===== config.mk =====
export PLATFORM = sky130hd
export DESIGN_NAME = rain_shield_motor_controller
export DESIGN_NICKNAME = d
export VERILOG_FILES = /design/src/sv/rsmc_pkg.sv /design/src/sv/rsmc_div.sv /design/src/sv/rain_shield_motor_controller.sv
export SDC_FILE = /design/constraint.sdc
export NUM_CORES = 2
export LEC_CHECK = 0
export ABC_AREA = 1
export ABC_CLOCK_PERIOD_IN_PS = 8450
export BUFFER_PORTS_ARGS = -buffer_cell sky130_fd_sc_hd__buf_2
export CORE_MARGIN = 2
export CORE_UTILIZATION = 60
export DETAILED_ROUTE_END_ITERATION = 7
export PLACE_DENSITY = 0.74
export SETUP_SLACK_MARGIN = 0.02
export SLEW_MARGIN = 20
export SYNTH_ARGS = -nofsm -noshare
export SYNTH_HDL_FRONTEND = slang
export SYNTH_SLANG_ARGS = --single-unit

===== constraint.sdc =====
create_clock -name clk -period 8.45 [get_ports clk]
set_clock_uncertainty 0.05 [all_clocks]
set_input_delay 0.845 -clock clk [delete_from_list [all_inputs] [get_ports clk]]
set_output_delay 0.845 -clock clk [all_outputs]
set_load 0.005 [all_outputs]

===== src/sv/rsmc_pkg.sv =====
// ----------------------------------------------------------------------------
// Rain shield motor controller package
// Codes, state and work types shared by the controller, its divider and checker.
// ----------------------------------------------------------------------------
`default_nettype none

package rsmc_pkg;

  localparam logic [13:0] POS_FULL   = 14'd10000;
  localparam int          DIV_STEPS  = 33;
  localparam int          DIV_CNT_W  = $clog2(DIV_STEPS);

  // Item kinds
  localparam logic [1:0] FN_TICK  = 2'd0;
  localparam logic [1:0] FN_CMD   = 2'd1;
  localparam logic [1:0] FN_FAULT = 2'd2;

  // Motion codes
  localparam logic [1:0] MO_STOP    = 2'd0;
  localparam logic [1:0] MO_DEPLOY  = 2'd1;
  localparam logic [1:0] MO_RETRACT = 2'd2;
  localparam logic [1:0] MO_DEAD    = 2'd3;

  // Shield position codes
  localparam logic [1:0] SH_UNKNOWN   = 2'd0;
  localparam logic [1:0] SH_RETRACTED = 2'd1;
  localparam logic [1:0] SH_DEPLOYED  = 2'd2;
  localparam logic [1:0] SH_PARTWAY   = 2'd3;

  // Confidence codes
  localparam logic [1:0] CF_UNKNOWN = 2'd0;
  localparam logic [1:0] CF_EST     = 2'd1;
  localparam logic [1:0] CF_USER    = 2'd2;
  localparam logic [1:0] CF_LIMIT   = 2'd3;

  // Rain codes
  localparam logic [1:0] RN_UNKNOWN = 2'd0;
  localparam logic [1:0] RN_DRY     = 2'd1;
  localparam logic [1:0] RN_WET     = 2'd2;

  // Command result codes
  localparam logic [2:0] RS_IDLE     = 3'd0;
  localparam logic [2:0] RS_ACCEPTED = 3'd1;
  localparam logic [2:0] RS_MODE     = 3'd2;
  localparam logic [2:0] RS_RAIN     = 3'd3;
  localparam logic [2:0] RS_FAULT    = 3'd4;
  localparam logic [2:0] RS_DUP      = 3'd5;
  localparam logic [2:0] RS_INVALID  = 3'd6;
  localparam logic [2:0] RS_STATE    = 3'd7;

  // Command phase codes
  localparam logic [2:0] PH_NONE      = 3'd0;
  localparam logic [2:0] PH_ACCEPTED  = 3'd1;
  localparam logic [2:0] PH_STARTED   = 3'd2;
  localparam logic [2:0] PH_COMPLETED = 3'd3;
  localparam logic [2:0] PH_STOPPED   = 3'd4;
  localparam logic [2:0] PH_REJECTED  = 3'd5;
  localparam logic [2:0] PH_FAULT     = 3'd6;

  // Command codes
  localparam logic [3:0] CM_INVALID   = 4'd0;
  localparam logic [3:0] CM_AUTO      = 4'd1;
  localparam logic [3:0] CM_MANUAL    = 4'd2;
  localparam logic [3:0] CM_DEPLOY    = 4'd3;
  localparam logic [3:0] CM_RETRACT   = 4'd4;
  localparam logic [3:0] CM_STOP      = 4'd5;
  localparam logic [3:0] CM_RESET     = 4'd6;
  localparam logic [3:0] CM_CAL_DEP   = 4'd7;
  localparam logic [3:0] CM_CAL_RET   = 4'd8;

  // Fault codes
  localparam logic [2:0] FL_NONE     = 3'd0;
  localparam logic [2:0] FL_TIMEOUT  = 3'd1;
  localparam logic [2:0] FL_CONFLICT = 3'd2;
  localparam logic [2:0] FL_STORAGE  = 3'd4;

  // Register indexes
  localparam logic [2:0] REG_WET   = 3'd0;
  localparam logic [2:0] REG_DRY   = 3'd1;
  localparam logic [2:0] REG_DEAD  = 3'd2;
  localparam logic [2:0] REG_FULL  = 3'd3;
  localparam logic [2:0] REG_MAX   = 3'd4;
  localparam logic [2:0] REG_LIMIT = 3'd5;

  typedef struct packed {
    logic        busy;
    logic        done;
  } div_stat_t;

  typedef struct packed {
    logic        mode_auto;
    logic [1:0]  rain_conf;
    logic        rain_cand;
    logic [31:0] rain_since;
    logic [1:0]  shield;
    logic [1:0]  conf;
    logic [1:0]  motion;
    logic [1:0]  pend;
    logic [2:0]  fault;
    logic        latched;
    logic        est_ok;
    logic [13:0] pos_now;
    logic [13:0] pos_start;
    logic [13:0] pos_goal;
    logic [18:0] move_dur;
    logic [31:0] move_start;
    logic [31:0] dead_start;
    logic [31:0] motion_req;
    logic [31:0] last_req;
    logic [2:0]  last_res;
    logic [2:0]  phase;
  } st_t;

  typedef struct packed {
    logic [1:0]  func;
    logic [31:0] now;
    logic        wet;
    logic        rl;
    logic        dl;
    logic [3:0]  code;
    logic [31:0] rid;
    logic [2:0]  fc;
    logic        lim_en;
    logic        rain_ok;
    logic        dead_ok0;
    logic        dead_zero;
    logic        run_ge_max;
    logic        run_ge_dur;
    logic [13:0] e0;
    logic [18:0] full;
  } ctx_t;

  typedef struct packed {
    st_t         s;
    logic        started;
    logic        newmove;
    logic        dur_div;
    logic [2:0]  res;
    logic [2:0]  ph;
    logic        taken;
  } wk_t;

endpackage

`default_nettype wire


===== src/sv/rsmc_div.sv =====
// ----------------------------------------------------------------------------
// Rain shield scaled divider
// Computes floor(mul_a * mul_b / den) with one multiply and a restoring loop.
// ----------------------------------------------------------------------------
`default_nettype none

module rsmc_div
  import rsmc_pkg::*;
(
  input  wire logic        clk,
  input  wire logic        rst,
  input  wire logic        start,
  input  wire logic [18:0] mul_a,
  input  wire logic [13:0] mul_b,
  input  wire logic [18:0] den,
  output logic      [18:0] quo,
  output div_stat_t        stat
);

  typedef enum logic [2:0] {
    D_IDLE = 3'b001,
    D_MUL  = 3'b010,
    D_RUN  = 3'b100
  } dstate_t;

  dstate_t              dstate;
  logic [18:0]          a_r;
  logic [13:0]          b_r;
  logic [18:0]          den_r;
  logic [32:0]          pq;
  logic [19:0]          rem;
  logic [DIV_CNT_W-1:0] cnt;
  logic                 done;
  logic [19:0]          trial;
  logic                 ge;

  // Shift one dividend bit into the remainder and subtract where it fits.
  assign trial = {rem[18:0], pq[32]};
  assign ge    = trial >= {1'b0, den_r};

  always_ff @(posedge clk) begin
    if (rst) begin
      dstate <= D_IDLE;
      done   <= 1'b0;
      cnt    <= '0;
    end else begin
      done <= 1'b0;
      unique case (dstate)
        D_IDLE: begin
          if (start) begin
            dstate <= D_MUL;
          end
        end
        D_MUL: begin
          cnt    <= '0;
          dstate <= D_RUN;
        end
        D_RUN: begin
          cnt <= cnt + 1'b1;
          if (cnt == DIV_CNT_W'(DIV_STEPS - 1)) begin
            dstate <= D_IDLE;
            done   <= 1'b1;
          end
        end
        default: dstate <= D_IDLE;
      endcase
    end
  end

  always_ff @(posedge clk) begin
    if (dstate == D_IDLE && start) begin
      a_r   <= mul_a;
      b_r   <= mul_b;
      den_r <= den;
    end
    if (dstate == D_MUL) begin
      pq  <= {14'd0, a_r} * {19'd0, b_r};
      rem <= '0;
    end else if (dstate == D_RUN) begin
      rem <= ge ? trial - {1'b0, den_r} : trial;
      pq  <= {pq[31:0], ge};
    end
  end

  assign quo       = pq[18:0];
  assign stat.busy = dstate != D_IDLE;
  assign stat.done = done;

endmodule

`default_nettype wire


===== src/sv/rain_shield_motor_controller.sv =====
// ----------------------------------------------------------------------------
// Rain shield motor controller
// Rain debounce, shield motor sequencing and linear position estimate.
// ----------------------------------------------------------------------------
//
//   Channel   Direction  Handshake                Carries
//   s_*       in         s_tvalid / s_tready      one tick, command or fault item
//   m_*       out        m_tvalid / m_tready      one status item per input item
//   APB       in/out     psel, penable, pwrite    six configuration registers
//
// An item that needs no division passes straight through the sequencer;
// an item may need the running position estimate and a new move duration
// divided, in that order. Both divisions use the one shared 33-step
// restoring divider. s_tready is high only while the sequencer is idle. A
// finished item waits in the output register, so the next item is accepted
// while it is not yet taken. Reset is synchronous and returns the sequencer,
// the shield state, the output valid and the registers to their defaults.
//
`default_nettype none

module rain_shield_motor_controller
  import rsmc_pkg::*;
(
  input  wire logic        clk,
  input  wire logic        rst,
  // Input items
  input  wire logic        s_tvalid,
  output logic             s_tready,
  // now_ms[31:0], rain_wet[32], retracted_limit[33], deployed_limit[34],
  // command_code[38:35], request_id[70:39], fault_code[73:71], zero fill
  input  wire logic [79:0] s_tdata,
  // func[1:0]
  input  wire logic [1:0]  s_tuser,
  // Result items
  output logic             m_tvalid,
  input  wire logic        m_tready,
  // cmd_result[2:0], cmd_phase[5:3], cmd_taken[6], motion_state[8:7],
  // shield_state[10:9], confidence[12:11], auto_mode[13], rain_state[15:14],
  // fault_state[18:16], position[32:19], position_valid[33],
  // stop_latched[34], zero fill
  output logic      [39:0] m_tdata,
  // Configuration
  input  wire logic        psel,
  input  wire logic        penable,
  input  wire logic        pwrite,
  input  wire logic [4:0]  paddr,
  input  wire logic [31:0] pwdata,
  output logic      [31:0] prdata,
  output logic             pready
);

  // --------------------------------------------------------------------------
  // Model of one item as plain selection logic. Every time compare and the
  // position division were done beforehand; the steps below only choose.
  // --------------------------------------------------------------------------
  function automatic logic is_driving(logic [1:0] m);
    return m == MO_DEPLOY || m == MO_RETRACT;
  endfunction

  function automatic logic own_req(st_t s);
    return s.motion_req != '0 && s.motion_req == s.last_req;
  endfunction

  function automatic logic at_limit(logic [1:0] target, ctx_t c);
    return c.lim_en && ((target == SH_DEPLOYED && c.dl) || (target == SH_RETRACTED && c.rl));
  endfunction

  // A drive started during this item has run for zero time, so it still
  // sits at its start point.
  function automatic wk_t f_est(wk_t w, ctx_t c);
    if (is_driving(w.s.motion)) begin
      w.s.pos_now = w.started ? w.s.pos_start : c.e0;
      w.s.est_ok  = 1'b1;
      w.s.conf    = CF_EST;
    end
    return w;
  endfunction

  function automatic wk_t f_halt_at(wk_t w, logic [1:0] target, logic [1:0] cf);
    w.s.motion  = MO_STOP;
    w.s.pend    = SH_UNKNOWN;
    w.s.shield  = target;
    w.s.conf    = cf;
    w.s.pos_now = (target == SH_DEPLOYED) ? POS_FULL : '0;
    w.s.est_ok  = 1'b1;
    if (own_req(w.s)) begin
      w.s.phase = PH_COMPLETED;
    end
    w.s.motion_req = '0;
    return w;
  endfunction

  function automatic wk_t f_halt_partway(wk_t w, ctx_t c);
    w = f_est(w, c);
    if (w.s.motion != MO_STOP) begin
      w.s.shield = SH_PARTWAY;
    end
    w.s.motion     = MO_STOP;
    w.s.pend       = SH_UNKNOWN;
    w.s.motion_req = '0;
    if (!w.s.est_ok) begin
      w.s.conf = CF_UNKNOWN;
    end
    return w;
  endfunction

  function automatic wk_t f_fault(wk_t w, logic [2:0] f, ctx_t c);
    w = f_est(w, c);
    if (w.s.motion != MO_STOP) begin
      w.s.shield = SH_PARTWAY;
    end
    w.s.motion  = MO_STOP;
    w.s.pend    = SH_UNKNOWN;
    w.s.fault   = f;
    w.s.latched = 1'b1;
    if (own_req(w.s)) begin
      w.s.phase = PH_FAULT;
    end
    w.s.motion_req = '0;
    return w;
  endfunction

  function automatic wk_t f_move_to(wk_t w, logic [1:0] target, logic [31:0] rid, ctx_t c);
    logic mine;
    mine = rid != '0 && rid == w.s.last_req;
    w = f_est(w, c);
    priority if (at_limit(target, c)) begin
      w = f_halt_at(w, target, CF_LIMIT);
      if (mine) begin
        w.s.phase = PH_COMPLETED;
      end
    end else if (w.s.motion == MO_STOP && w.s.shield == target) begin
      if (mine) begin
        w.s.phase = PH_COMPLETED;
      end
    end else if ((w.s.motion == MO_DEPLOY && target == SH_DEPLOYED) ||
                 (w.s.motion == MO_RETRACT && target == SH_RETRACTED)) begin
      w.s.motion_req = rid;
      if (mine) begin
        w.s.phase = PH_STARTED;
      end
    end else if (w.s.motion == MO_DEAD && w.s.pend == target) begin
      if (rid != '0) begin
        w.s.motion_req = rid;
      end
    end else begin
      // New move: with a valid estimate, the duration division runs after this item's logic.
      w.s.pend       = target;
      w.s.motion_req = rid;
      w.s.pos_start  = w.s.est_ok ? w.s.pos_now :
                       ((target == SH_DEPLOYED) ? 14'd0 : POS_FULL);
      w.s.pos_goal   = (target == SH_DEPLOYED) ? POS_FULL : '0;
      w.newmove      = 1'b1;
      w.dur_div      = w.s.est_ok;
      if (!w.s.est_ok) begin
        w.s.move_dur = (c.full == '0) ? 19'd1 : c.full;
      end
      w.s.motion     = MO_DEAD;
      w.s.dead_start = c.now;
      w.s.shield     = SH_PARTWAY;
      w.s.conf       = w.s.est_ok ? CF_EST : CF_UNKNOWN;
    end
    return w;
  endfunction

  function automatic wk_t f_motion(wk_t w, ctx_t c);
    logic [1:0] target;
    logic       dead_ok;
    target  = (w.s.motion == MO_DEPLOY) ? SH_DEPLOYED : SH_RETRACTED;
    dead_ok = w.newmove ? c.dead_zero : c.dead_ok0;
    priority if (w.s.fault != FL_NONE) begin
      w = w;
    end else if (c.lim_en && c.rl && c.dl) begin
      w = f_fault(w, FL_CONFLICT, c);
    end else if (w.s.motion == MO_DEAD) begin
      if (at_limit(w.s.pend, c)) begin
        w = f_halt_at(w, w.s.pend, CF_LIMIT);
      end else if (dead_ok && (w.s.pend == SH_RETRACTED || w.s.pend == SH_DEPLOYED)) begin
        w.s.motion     = (w.s.pend == SH_DEPLOYED) ? MO_DEPLOY : MO_RETRACT;
        w.s.move_start = c.now;
        w.s.shield     = SH_PARTWAY;
        w.started      = 1'b1;
        if (own_req(w.s)) begin
          w.s.phase = PH_STARTED;
        end
      end
    end else if (is_driving(w.s.motion)) begin
      w = f_est(w, c);
      priority if (at_limit(target, c)) begin
        w = f_halt_at(w, target, CF_LIMIT);
      end else if (c.run_ge_max) begin
        w = f_fault(w, FL_TIMEOUT, c);
      end else if (!c.lim_en && c.run_ge_dur) begin
        w = f_halt_at(w, target, CF_EST);
      end else begin
        w = w;
      end
    end else begin
      w = w;
    end
    return w;
  endfunction

  function automatic wk_t f_auto(wk_t w, ctx_t c);
    if (w.s.mode_auto && !w.s.latched && w.s.fault == FL_NONE) begin
      if (w.s.rain_conf == RN_WET) begin
        if (w.s.shield != SH_DEPLOYED || w.s.motion == MO_RETRACT ||
            (w.s.motion == MO_DEAD && w.s.pend == SH_RETRACTED)) begin
          w = f_move_to(w, SH_DEPLOYED, '0, c);
        end
      end else if (w.s.rain_conf == RN_DRY && w.s.est_ok && w.s.shield != SH_RETRACTED) begin
        w = f_move_to(w, SH_RETRACTED, '0, c);
      end
    end
    return w;
  endfunction

  function automatic wk_t f_answer(wk_t w, logic [2:0] res, logic [2:0] ph, logic tk);
    w.s.last_res = res;
    w.s.phase    = ph;
    w.res        = res;
    w.ph         = ph;
    w.taken      = tk;
    return w;
  endfunction

  function automatic wk_t f_tick(wk_t w, ctx_t c);
    logic going_in;
    if (c.wet != w.s.rain_cand) begin
      w.s.rain_cand  = c.wet;
      w.s.rain_since = c.now;
    end else if (c.rain_ok) begin
      w.s.rain_conf = w.s.rain_cand ? RN_WET : RN_DRY;
    end
    going_in = w.s.motion == MO_RETRACT || (w.s.motion == MO_DEAD && w.s.pend == SH_RETRACTED);
    if (w.s.rain_conf == RN_WET && going_in) begin
      if (own_req(w.s)) begin
        w.s.phase = PH_STOPPED;
      end
      w = f_move_to(w, SH_DEPLOYED, '0, c);
    end
    w = f_motion(w, c);
    w = f_auto(w, c);
    return w;
  endfunction

  function automatic wk_t f_command(wk_t w, ctx_t c);
    logic [3:0] code;
    code = (c.code > CM_CAL_RET) ? CM_INVALID : c.code;
    priority if (c.rid == '0 || code == CM_INVALID) begin
      if (c.rid != '0) begin
        w.s.last_req = c.rid;
      end
      w = f_answer(w, RS_INVALID, PH_REJECTED, 1'b0);
    end else if (c.rid == w.s.last_req) begin
      w.res = RS_DUP;
      w.ph  = w.s.phase;
    end else begin
      w.s.last_req = c.rid;
      w.s.last_res = RS_ACCEPTED;
      w.s.phase    = PH_ACCEPTED;
      priority if (code == CM_STOP) begin
        w = f_halt_partway(w, c);
        w.s.mode_auto = 1'b0;
        w.s.latched   = 1'b1;
        w = f_answer(w, RS_ACCEPTED, PH_STOPPED, 1'b1);
      end else if (code == CM_RESET) begin
        if (c.lim_en && c.rl && c.dl) begin
          w = f_answer(w, RS_FAULT, PH_REJECTED, 1'b0);
        end else begin
          w = f_halt_partway(w, c);
          w.s.fault     = FL_NONE;
          w.s.mode_auto = 1'b0;
          w.s.latched   = 1'b1;
          w = f_answer(w, RS_ACCEPTED, PH_COMPLETED, 1'b1);
        end
      end else if (w.s.fault != FL_NONE) begin
        w = f_answer(w, RS_FAULT, PH_REJECTED, 1'b0);
      end else if (code == CM_AUTO) begin
        w.s.mode_auto = 1'b1;
        w.s.latched   = 1'b0;
        w.s.last_res  = RS_ACCEPTED;
        w.s.phase     = PH_COMPLETED;
        w = f_auto(w, c);
        w.res   = w.s.last_res;
        w.ph    = w.s.phase;
        w.taken = 1'b1;
      end else if (code == CM_MANUAL) begin
        w = f_halt_partway(w, c);
        w.s.mode_auto = 1'b0;
        w.s.latched   = 1'b0;
        w = f_answer(w, RS_ACCEPTED, PH_COMPLETED, 1'b1);
      end else if (code == CM_CAL_DEP || code == CM_CAL_RET) begin
        if (w.s.motion != MO_STOP || w.s.mode_auto) begin
          w = f_answer(w, RS_STATE, PH_REJECTED, 1'b0);
        end else begin
          w.s.latched = 1'b0;
          w = f_halt_at(w, (code == CM_CAL_DEP) ? SH_DEPLOYED : SH_RETRACTED, CF_USER);
          w = f_answer(w, RS_ACCEPTED, PH_COMPLETED, 1'b1);
        end
      end else if (w.s.mode_auto) begin
        w = f_answer(w, RS_MODE, PH_REJECTED, 1'b0);
      end else if (code == CM_RETRACT && w.s.rain_conf != RN_DRY) begin
        w = f_answer(w, RS_RAIN, PH_REJECTED, 1'b0);
      end else begin
        w.s.latched = 1'b0;
        w = f_move_to(w, (code == CM_DEPLOY) ? SH_DEPLOYED : SH_RETRACTED, c.rid, c);
        w.res   = RS_ACCEPTED;
        w.ph    = w.s.phase;
        w.taken = 1'b1;
      end
    end
    return w;
  endfunction

  function automatic wk_t f_item(st_t s, ctx_t c);
    wk_t w;
    w         = '0;
    w.s       = s;
    priority if (c.func == FN_CMD) begin
      w = f_command(w, c);
    end else begin
      if (c.func == FN_TICK) begin
        w = f_tick(w, c);
      end else if (c.func == FN_FAULT && c.fc != FL_NONE && c.fc <= FL_STORAGE) begin
        w = f_fault(w, c.fc, c);
      end
      w.res   = w.s.last_res;
      w.ph    = w.s.phase;
      w.taken = 1'b0;
    end
    return w;
  endfunction

  // --------------------------------------------------------------------------
  // Sequencer
  // --------------------------------------------------------------------------
  typedef enum logic [7:0] {
    S_IDLE = 8'b0000_0001,
    S_PREP = 8'b0000_0010,
    S_ESTA = 8'b0000_0100,
    S_DIVA = 8'b0000_1000,
    S_FLOW = 8'b0001_0000,
    S_DURB = 8'b0010_0000,
    S_DIVB = 8'b0100_0000,
    S_DONE = 8'b1000_0000
  } seq_t;

  seq_t        seq;
  st_t         st;
  ctx_t        ctx;
  wk_t         wk;

  // Configuration registers
  logic [14:0] wet_confirm_ms;
  logic [19:0] dry_confirm_ms;
  logic [12:0] dead_time_ms;
  logic [18:0] full_travel_ms;
  logic [18:0] max_runtime_ms;
  logic        use_limit_switches;

  // Captured item and precomputed compares
  logic [1:0]  it_func;
  logic [31:0] it_now;
  logic        it_wet;
  logic        it_rl;
  logic        it_dl;
  logic [3:0]  it_code;
  logic [31:0] it_rid;
  logic [2:0]  it_fc;
  logic        rain_ok;
  logic        dead_ok0;
  logic        run_ge_max;
  logic        run_ge_dur;
  logic [18:0] run19;
  logic [13:0] e0;

  // Result of the item
  logic [2:0]  res_r;
  logic [2:0]  ph_r;
  logic        taken_r;

  // Divider
  logic        div_start;
  logic [18:0] div_a;
  logic [18:0] div_den;
  logic [18:0] div_q;
  div_stat_t   div_stat;
  logic [13:0] travel_span;
  logic        need_a;
  logic [31:0] run_now;
  logic [31:0] rain_need;
  logic        wr_en;
  logic [2:0]  reg_idx;

  assign reg_idx = paddr[4:2];
  assign wr_en   = psel && penable && pwrite && pready;
  assign pready  = 1'b1;

  always_ff @(posedge clk) begin
    if (rst) begin
      wet_confirm_ms     <= 15'd2000;
      dry_confirm_ms     <= 20'd60000;
      dead_time_ms       <= 13'd500;
      full_travel_ms     <= 19'd30000;
      max_runtime_ms     <= 19'd45000;
      use_limit_switches <= 1'b1;
    end else if (wr_en) begin
      unique case (reg_idx)
        REG_WET:   wet_confirm_ms     <= pwdata[14:0];
        REG_DRY:   dry_confirm_ms     <= pwdata[19:0];
        REG_DEAD:  dead_time_ms       <= pwdata[12:0];
        REG_FULL:  full_travel_ms     <= pwdata[18:0];
        REG_MAX:   max_runtime_ms     <= pwdata[18:0];
        REG_LIMIT: use_limit_switches <= pwdata[0];
        default:   ;
      endcase
    end
  end

  always_comb begin
    unique case (reg_idx)
      REG_WET:   prdata = {17'd0, wet_confirm_ms};
      REG_DRY:   prdata = {12'd0, dry_confirm_ms};
      REG_DEAD:  prdata = {19'd0, dead_time_ms};
      REG_FULL:  prdata = {13'd0, full_travel_ms};
      REG_MAX:   prdata = {13'd0, max_runtime_ms};
      REG_LIMIT: prdata = {31'd0, use_limit_switches};
      default:   prdata = '0;
    endcase
  end

  // Distance between the stored start and goal; used by both divisions.
  assign travel_span = (st.pos_goal >= st.pos_start) ? st.pos_goal - st.pos_start
                                                     : st.pos_start - st.pos_goal;
  assign run_now   = it_now - st.move_start;
  assign rain_need = st.rain_cand ? {17'd0, wet_confirm_ms} : {12'd0, dry_confirm_ms};
  assign need_a    = is_driving(st.motion) && st.move_dur != '0 && !run_ge_dur;

  always_comb begin
    ctx.func       = it_func;
    ctx.now        = it_now;
    ctx.wet        = it_wet;
    ctx.rl         = it_rl;
    ctx.dl         = it_dl;
    ctx.code       = it_code;
    ctx.rid        = it_rid;
    ctx.fc         = it_fc;
    ctx.lim_en     = use_limit_switches;
    ctx.rain_ok    = rain_ok;
    ctx.dead_ok0   = dead_ok0;
    ctx.dead_zero  = dead_time_ms == '0;
    ctx.run_ge_max = run_ge_max;
    ctx.run_ge_dur = run_ge_dur;
    ctx.e0         = e0;
    ctx.full       = full_travel_ms;
  end

  assign wk = f_item(st, ctx);

  // The divider serves the running estimate (run * distance / duration) and
  // the new move duration (full travel * distance / full scale).
  assign div_start = (seq == S_ESTA && need_a) || seq == S_DURB;
  assign div_a     = (seq == S_DURB) ? full_travel_ms : run19;
  assign div_den   = (seq == S_DURB) ? 19'(POS_FULL) : st.move_dur;

  rsmc_div u_div (
    .clk   (clk),
    .rst   (rst),
    .start (div_start),
    .mul_a (div_a),
    .mul_b (travel_span),
    .den   (div_den),
    .quo   (div_q),
    .stat  (div_stat)
  );

  always_ff @(posedge clk) begin
    if (rst) begin
      seq      <= S_IDLE;
      st       <= '0;
      m_tvalid <= 1'b0;
    end else begin
      if (m_tvalid && m_tready && seq != S_DONE) begin
        m_tvalid <= 1'b0;
      end
      unique case (seq)
        S_IDLE: begin
          if (s_tvalid) begin
            seq <= S_PREP;
          end
        end
        S_PREP: begin
          seq <= S_ESTA;
        end
        S_ESTA: begin
          seq <= need_a ? S_DIVA : S_FLOW;
        end
        S_DIVA: begin
          if (div_stat.done) begin
            seq <= S_FLOW;
          end
        end
        S_FLOW: begin
          st  <= wk.s;
          seq <= (wk.newmove && wk.dur_div) ? S_DURB : S_DONE;
        end
        S_DURB: begin
          seq <= S_DIVB;
        end
        S_DIVB: begin
          if (div_stat.done) begin
            st.move_dur <= (div_q == '0) ? 19'd1 : div_q;
            seq         <= S_DONE;
          end
        end
        S_DONE: begin
          if (!m_tvalid || m_tready) begin
            m_tvalid <= 1'b1;
            seq      <= S_IDLE;
          end
        end
        default: seq <= S_IDLE;
      endcase
    end
  end

  // Payload registers
  always_ff @(posedge clk) begin
    if (seq == S_IDLE && s_tvalid) begin
      it_func <= s_tuser;
      it_now  <= s_tdata[31:0];
      it_wet  <= s_tdata[32];
      it_rl   <= s_tdata[33];
      it_dl   <= s_tdata[34];
      it_code <= s_tdata[38:35];
      it_rid  <= s_tdata[70:39];
      it_fc   <= s_tdata[73:71];
    end
    if (seq == S_PREP) begin
      rain_ok    <= (it_now - st.rain_since) >= rain_need;
      dead_ok0   <= (it_now - st.dead_start) >= {19'd0, dead_time_ms};
      run_ge_max <= run_now >= {13'd0, max_runtime_ms};
      run_ge_dur <= run_now >= {13'd0, st.move_dur};
      run19      <= run_now[18:0];
    end
    if (seq == S_ESTA) begin
      e0 <= st.pos_goal;
    end
    if (seq == S_DIVA && div_stat.done) begin
      e0 <= (st.pos_goal >= st.pos_start) ? st.pos_start + div_q[13:0]
                                          : st.pos_start - div_q[13:0];
    end
    if (seq == S_FLOW) begin
      res_r   <= wk.res;
      ph_r    <= wk.ph;
      taken_r <= wk.taken;
    end
    if (seq == S_DONE && (!m_tvalid || m_tready)) begin
      m_tdata <= {5'd0, st.latched, st.est_ok, st.pos_now, st.fault, st.rain_conf,
                  st.mode_auto, st.conf, st.shield, st.motion, taken_r, ph_r, res_r};
    end
  end

  assign s_tready = seq == S_IDLE;

endmodule

`default_nettype wire


Word level (Yosys, flattened, before mapping)
Index checks and enable logic that the tools add are counted.
W data, S select, Z words.
- register bits: 609
- bits of input ports: 126
- output and inout port bits: 75
- logic and storage cells: 658
- $add $sub $neg: 9
- $mul: 1
- magnitude comparators: 8
- equality and inequality tests: 152
- multiplexer cells: 309
- bitwise gates (word level): 2
- reductions and logical operators: 122
- operator list (cell ; count):
    $mux W254 ; 17
    $mux W218 ; 17
    $mux W47 ; 24
    $mux W15 ; 71
    $mux W64 ; 14
    $mux W32 ; 15
    $mux W247 ; 1
    $mux W14 ; 17
    $mux W8 ; 29
    $mux W19 ; 11
    $eq A32 B32 Y1 ; 5
    $reduce_bool A32 Y1 ; 4
    $pmux W20 S6 ; 1
    $mux W2 ; 51
    $mux W33 ; 3
    $sub A32 B32 Y32 ; 3
    $ne A4 B4 Y1 const B ; 20
    $mux W68 ; 1
    $mux W67 ; 1
    $ge A32 B19 Y1 ; 2
    $pmux W8 S8 ; 1
    $ne A5 B5 Y1 const B ; 12
    $logic_and A1 B1 Y1 ; 52
    $ne A3 B3 Y1 const B ; 14
    other kinds (79) ; 217

Depth between registers and ports, before layout
- depth after elaboration: 52
- gate-level depth with buffers: 38
- gate-level depth less buffers: 37

Modules after synthesis
Synthesis repeated with hierarchy kept, for this count alone.
- cells, all modules: 7856
- area, all modules: 54474.7 µm²
- by module, submodules not included (module ; instances ; cells an instance ; area each (µm²) ; sequential area each (µm²)):
    rain_shield_motor_controller ; 1 ; 5834 ; 39227.6 ; 11461.0
    rsmc_div ; 1 ; 2022 ; 15247.1 ; 3133.0

Worst setup path before layout
Ideal clock, no wire load.
- path kind: flip-flop to flip-flop
- start: reg u_div.b_r[3]
- end: reg u_div.pq[28], data pin
- library setup time: 0.253 ns
- data arrival time: 6.096 ns
- data required time: 8.147 ns
- setup slack: 2.051 ns
- cell stages (with the launch flop): 29
- path buffers: 2
- clock period less this slack: 6.399 ns
- path through: edfxtp_1 -> clkbuf_1 -> buf_1 -> nand2_1 -> inv_1 -> fa_1 -> inv_1 -> fa_1 -> inv_1 -> fa_1 -> inv_1 -> fa_1 -> inv_1 -> fa_1 -> inv_1 -> fa_1 -> inv_1 -> ha_1 -> nand2_1 -> o21ai_0 -> a21oi_1 -> o21ai_0 -> a21oi_1 -> o31ai_1 -> a21oi_1 -> o21ai_0 -> nand2_1 -> nand3_1 -> nand2_1
- cells in the longest elaborated chain, start to end: 2
- ends and longest elaborated chain (item ; RTL line ; text):
    start: declaration ; rsmc_div.sv:28 ; logic [13:0] b_r;
    start signal: assignment ; rsmc_div.sv:73 ; b_r <= mul_b;
    $mul A19 B14 Y33 ; rsmc_div.sv:77 ; pq <= {14'd0, a_r} * {19'd0, b_r};
    $mux W33 ; rsmc_div.sv:76 ; if (dstate == D_MUL) begin
    end signal: assignment ; rsmc_div.sv:77 ;
    end signal: assignment ; rsmc_div.sv:81 ; pq <= {pq[31:0], ge};
    end: declaration ; rsmc_div.sv:30 ; logic [32:0] pq;
Every way passes these cells.
A chain may end at the register's enable or synchronous reset.

Worst setup path after layout
- start: reg u_div.b_r[2]
- end: reg u_div.pq[28], data pin
Same word-level chain as after synthesis.

==> results.md <==
* Status: finished, final reports clean
* Area of the multi-input gates at 32200 sq um
* Layout Nets at 8079
* Slew @ Worst Pin at 1.16 ns
* GRT overflow at 0
* DR vias at 53628
* Tcrit/Tclk final at 87.9%
* Crit path capture: u_div.pq[28]
* RR Endpoint: u_div.pq[28]
* Unrepaired setup endpoints after global routing: false
* Power consumption at just under 9 mW
* DRC at 0
* Combinational family with the most area after synthesis: compound AO/OA/AOI/OAI gates
* Clock sink count at 609
* Register area share after synthesis at between 20% and 30%
* Synth area leader: dfxtp_1
* Xor and xnor fraction of the mapped netlist area at just over 3%
* Worst min path class: in -> reg
* Layout cells sized above 1 at between 6 and 7%
* Critical Path Source Type: flip-flop
* H-tree depth at 3
* DRT Pass-1 Iters at 7
* Area Overhead vs Synth at 7.70%
* Synth Area in Adders at between 10% and 20%
* Ys Warns at 0
* Fmax at 135 MHz
* R2R depth at 26
* CTS Buf Count at between 70 and 80
* Reg2reg setup slack at 1.02 ns
* Final GP Congestion at 1.00
* Simple-gate share of the synthesized area at 20.4%
* Setup TNS at 0 ns
* Die H at 300 um
* Setup crit start: u_div.b_r[2]
* Final core utilization at 65.2%
* Critical path class: reg -> reg
* ANT nets after route at 0
* Die Footprint at 90100 sq um
* Final setup vio count at 0
* Post-Synthesis Cells at between 7000 and 8000
* Hold-fix buffers at CTS at 0
* Seq. cell area at 14600 sq um
* Vias in the first global route at 51207
* Max IR drop VDD at 0.216 mV
* Num rows at 108
* Clock root buffer: clkbuf_16
* Mux cell area share after synthesis at 0.0571%
* Synth Area in Compound Gates at 21.5%
* Starting density of the core at 60.6%
* Clock buffer depth at 3
* Routed WL at roughly 180000 um
* Iter 0 DRT Violations at 5848
* Crit path DAT at between 7 and 8 ns
* Netlist cell types at 71
* Setup repair bufs after CTS at 0
* Synth Area per Inst at 7.08 sq um
* WL/cell at 21.4 um
* TritonCTS clock tree: built
* Required time of the worst setup path at 8.78 ns
* Number of flops mapped to enable cells by yosys at 240
* Peak fanout along the critical path at 19
* Die width at around 300 um
* Largest net degree at the start of global routing at around 140
* Buffers on Ports at 162
* Post-synth ARST share at 0%
* Final Hold Viols at 0
* Initial antenna violation count at 11
* Synth top area share at 14.0%
* Via density per instance at roughly 6.2
* DP HPWL at roughly 130000 um
* First-pass GRT wire length at 287000 um
* Main synth FF type: dfxtp_1
* Top Ports at 201
* Synth top area cells: dfxtp_1, edfxtp_1, nand2_1, inv_1, ha_1
* Clk pin slew, worst setup/hold paths at 0.06 ns
* Final min period at 7.43 ns
* Max transition margin at 22.7%
* Max-slew violation count at 0
* Total of max-cap violations at 0
* Commonest non-fill, non-tap cell in the layout: nand2_1
* PostCTS Resize Cnt at 0
* R2r startpoint: u_div.b_r[2]
* PD cells at around 150 nW/um^2
* Fillers at 7805
* Lkg Pwr at roughly 26 nW
* GRT Overall Usage at 40.4%
* Commonest non-fill, non-tap cells in the layout: nand2_1, inv_1, o21ai_0
* Area of the mapped netlist at 52600 sq um
* Synth Register Bits at 609
* Crit end category: flip-flop
* Core area at slightly below 90000 sq um
* Clock Latency Late Sink at 0.66 ns
[sequential cells by signal, indices dropped and copies added (netlist names), 2 cells and up]
signal / count
u_div.b_r: 14
m_tdata: 35
it_func: 2
u_div.cnt: 6
u_div.a_r: 19
it_code: 4
u_div.rem: 19
u_div.dstate: 3
dry_confirm_ms: 20
wet_confirm_ms: 15
it_fc: 3
res_r: 3
seq: 8
max_runtime_ms: 19
u_div.den_r: 19
st: 244
u_div.pq: 33
ph_r: 3
dead_time_ms: 13
it_rid: 32
it_now: 32
e0: 14
run19: 19
full_travel_ms: 19
[logic make-up after synthesis]
family | after synthesis
buffers and inverters | 1546
adders and majority gates | 546
AOI/OAI and AO/OA | 1996
and+or+nand+nor | 2547
xor gates and xnor gates | 184
muxes | 3
DFF | 609
other | 2
[metrics by stage]
step                      hold WS [ns]  cell area [sq um]  cells  worst slack [ns]
after floorplan                  0.350              52700   7449              2.05
after global placement           0.357              54100   8486              1.16
after detailed placement         0.361              54100   8486              1.15
after CTS                        0.291              56700   8621              1.10
after global routing             0.309              56700   8621             0.519
final                            0.320              56700   8623              1.02
[worst min path at each step]
stage	from	end	slack, ns	cells after the start
final	s_tdata[30]	it_now[30]	0.32	1
after global routing	s_tdata[25]	it_now[25]	0.31	1
after CTS	s_tdata[25]	it_now[25]	0.29	1
after detailed placement	res_r[0]	m_tdata[0]	0.36	0
after global placement	res_r[0]	m_tdata[0]	0.36	0
after floorplan	res_r[0]	m_tdata[0]	0.35	0
[Yosys cell counts, types with 119 or more instances]
library cell  count
nand3_1         292
nand2_1        1500
edfxtp_1        240
fa_1            208
ha_1            338
inv_1          1176
clkbuf_1        280
dfxtp_1         369
nor2_1          423
o21ai_0         768
a21oi_1         688
xor2_1          119
[cell type report]
| type | instances | area share [%] |
|---|---|---|
| Clock inverter | 37 | 0.823 |
| Tap cell | 1155 | 2.55 |
| Multi-Input combinational cell | 5294 | 56.9 |
| Timing Repair Buffer | 229 | 2.37 |
| Sequential cell | 609 | 25.7 |
| Inverter | 1199 | 7.96 |
| Antenna cell | 2 | 0.00883 |
| Clock buffer | 98 | 3.66 |
[critical path, cell delays in order (launching register included)]
cell      delay [ns]
edfxtp_1        0.72
nand2_1         0.18
inv_1           0.07
fa_1            0.53
inv_1           0.05
fa_1            0.47
inv_1           0.05
fa_1            0.49
inv_1           0.05
fa_1            0.57
inv_1           0.06
fa_1            0.49
inv_1           0.05
fa_1            0.47
inv_1           0.05
ha_1            0.33
nand2_1         0.07
o21ai_0         0.36
a21oi_1         0.22
o21ai_0         0.50
a21oi_1         0.22
o31ai_1         0.48
a21oi_1         0.17
o21ai_0         0.24
nand2_1         0.08
nand3_1         0.08
nand2_1         0.05
[where the power goes]
part	switching [mW]	internal [mW]
Combinational	1.42	0.600
Clock	1.38	2.04
Sequential	0.117	3.17
Total	2.91	5.81
[metal layers]
metal	share of wire [%]	GRT usage, %	wire length [um]
met1	39	51.5	71800
met2	45	64.5	82700
met3	10	7.71	19200
met4	6.0	22.6	11100
met5	0.044	0	82
Power figures use the tool's default switching activity.
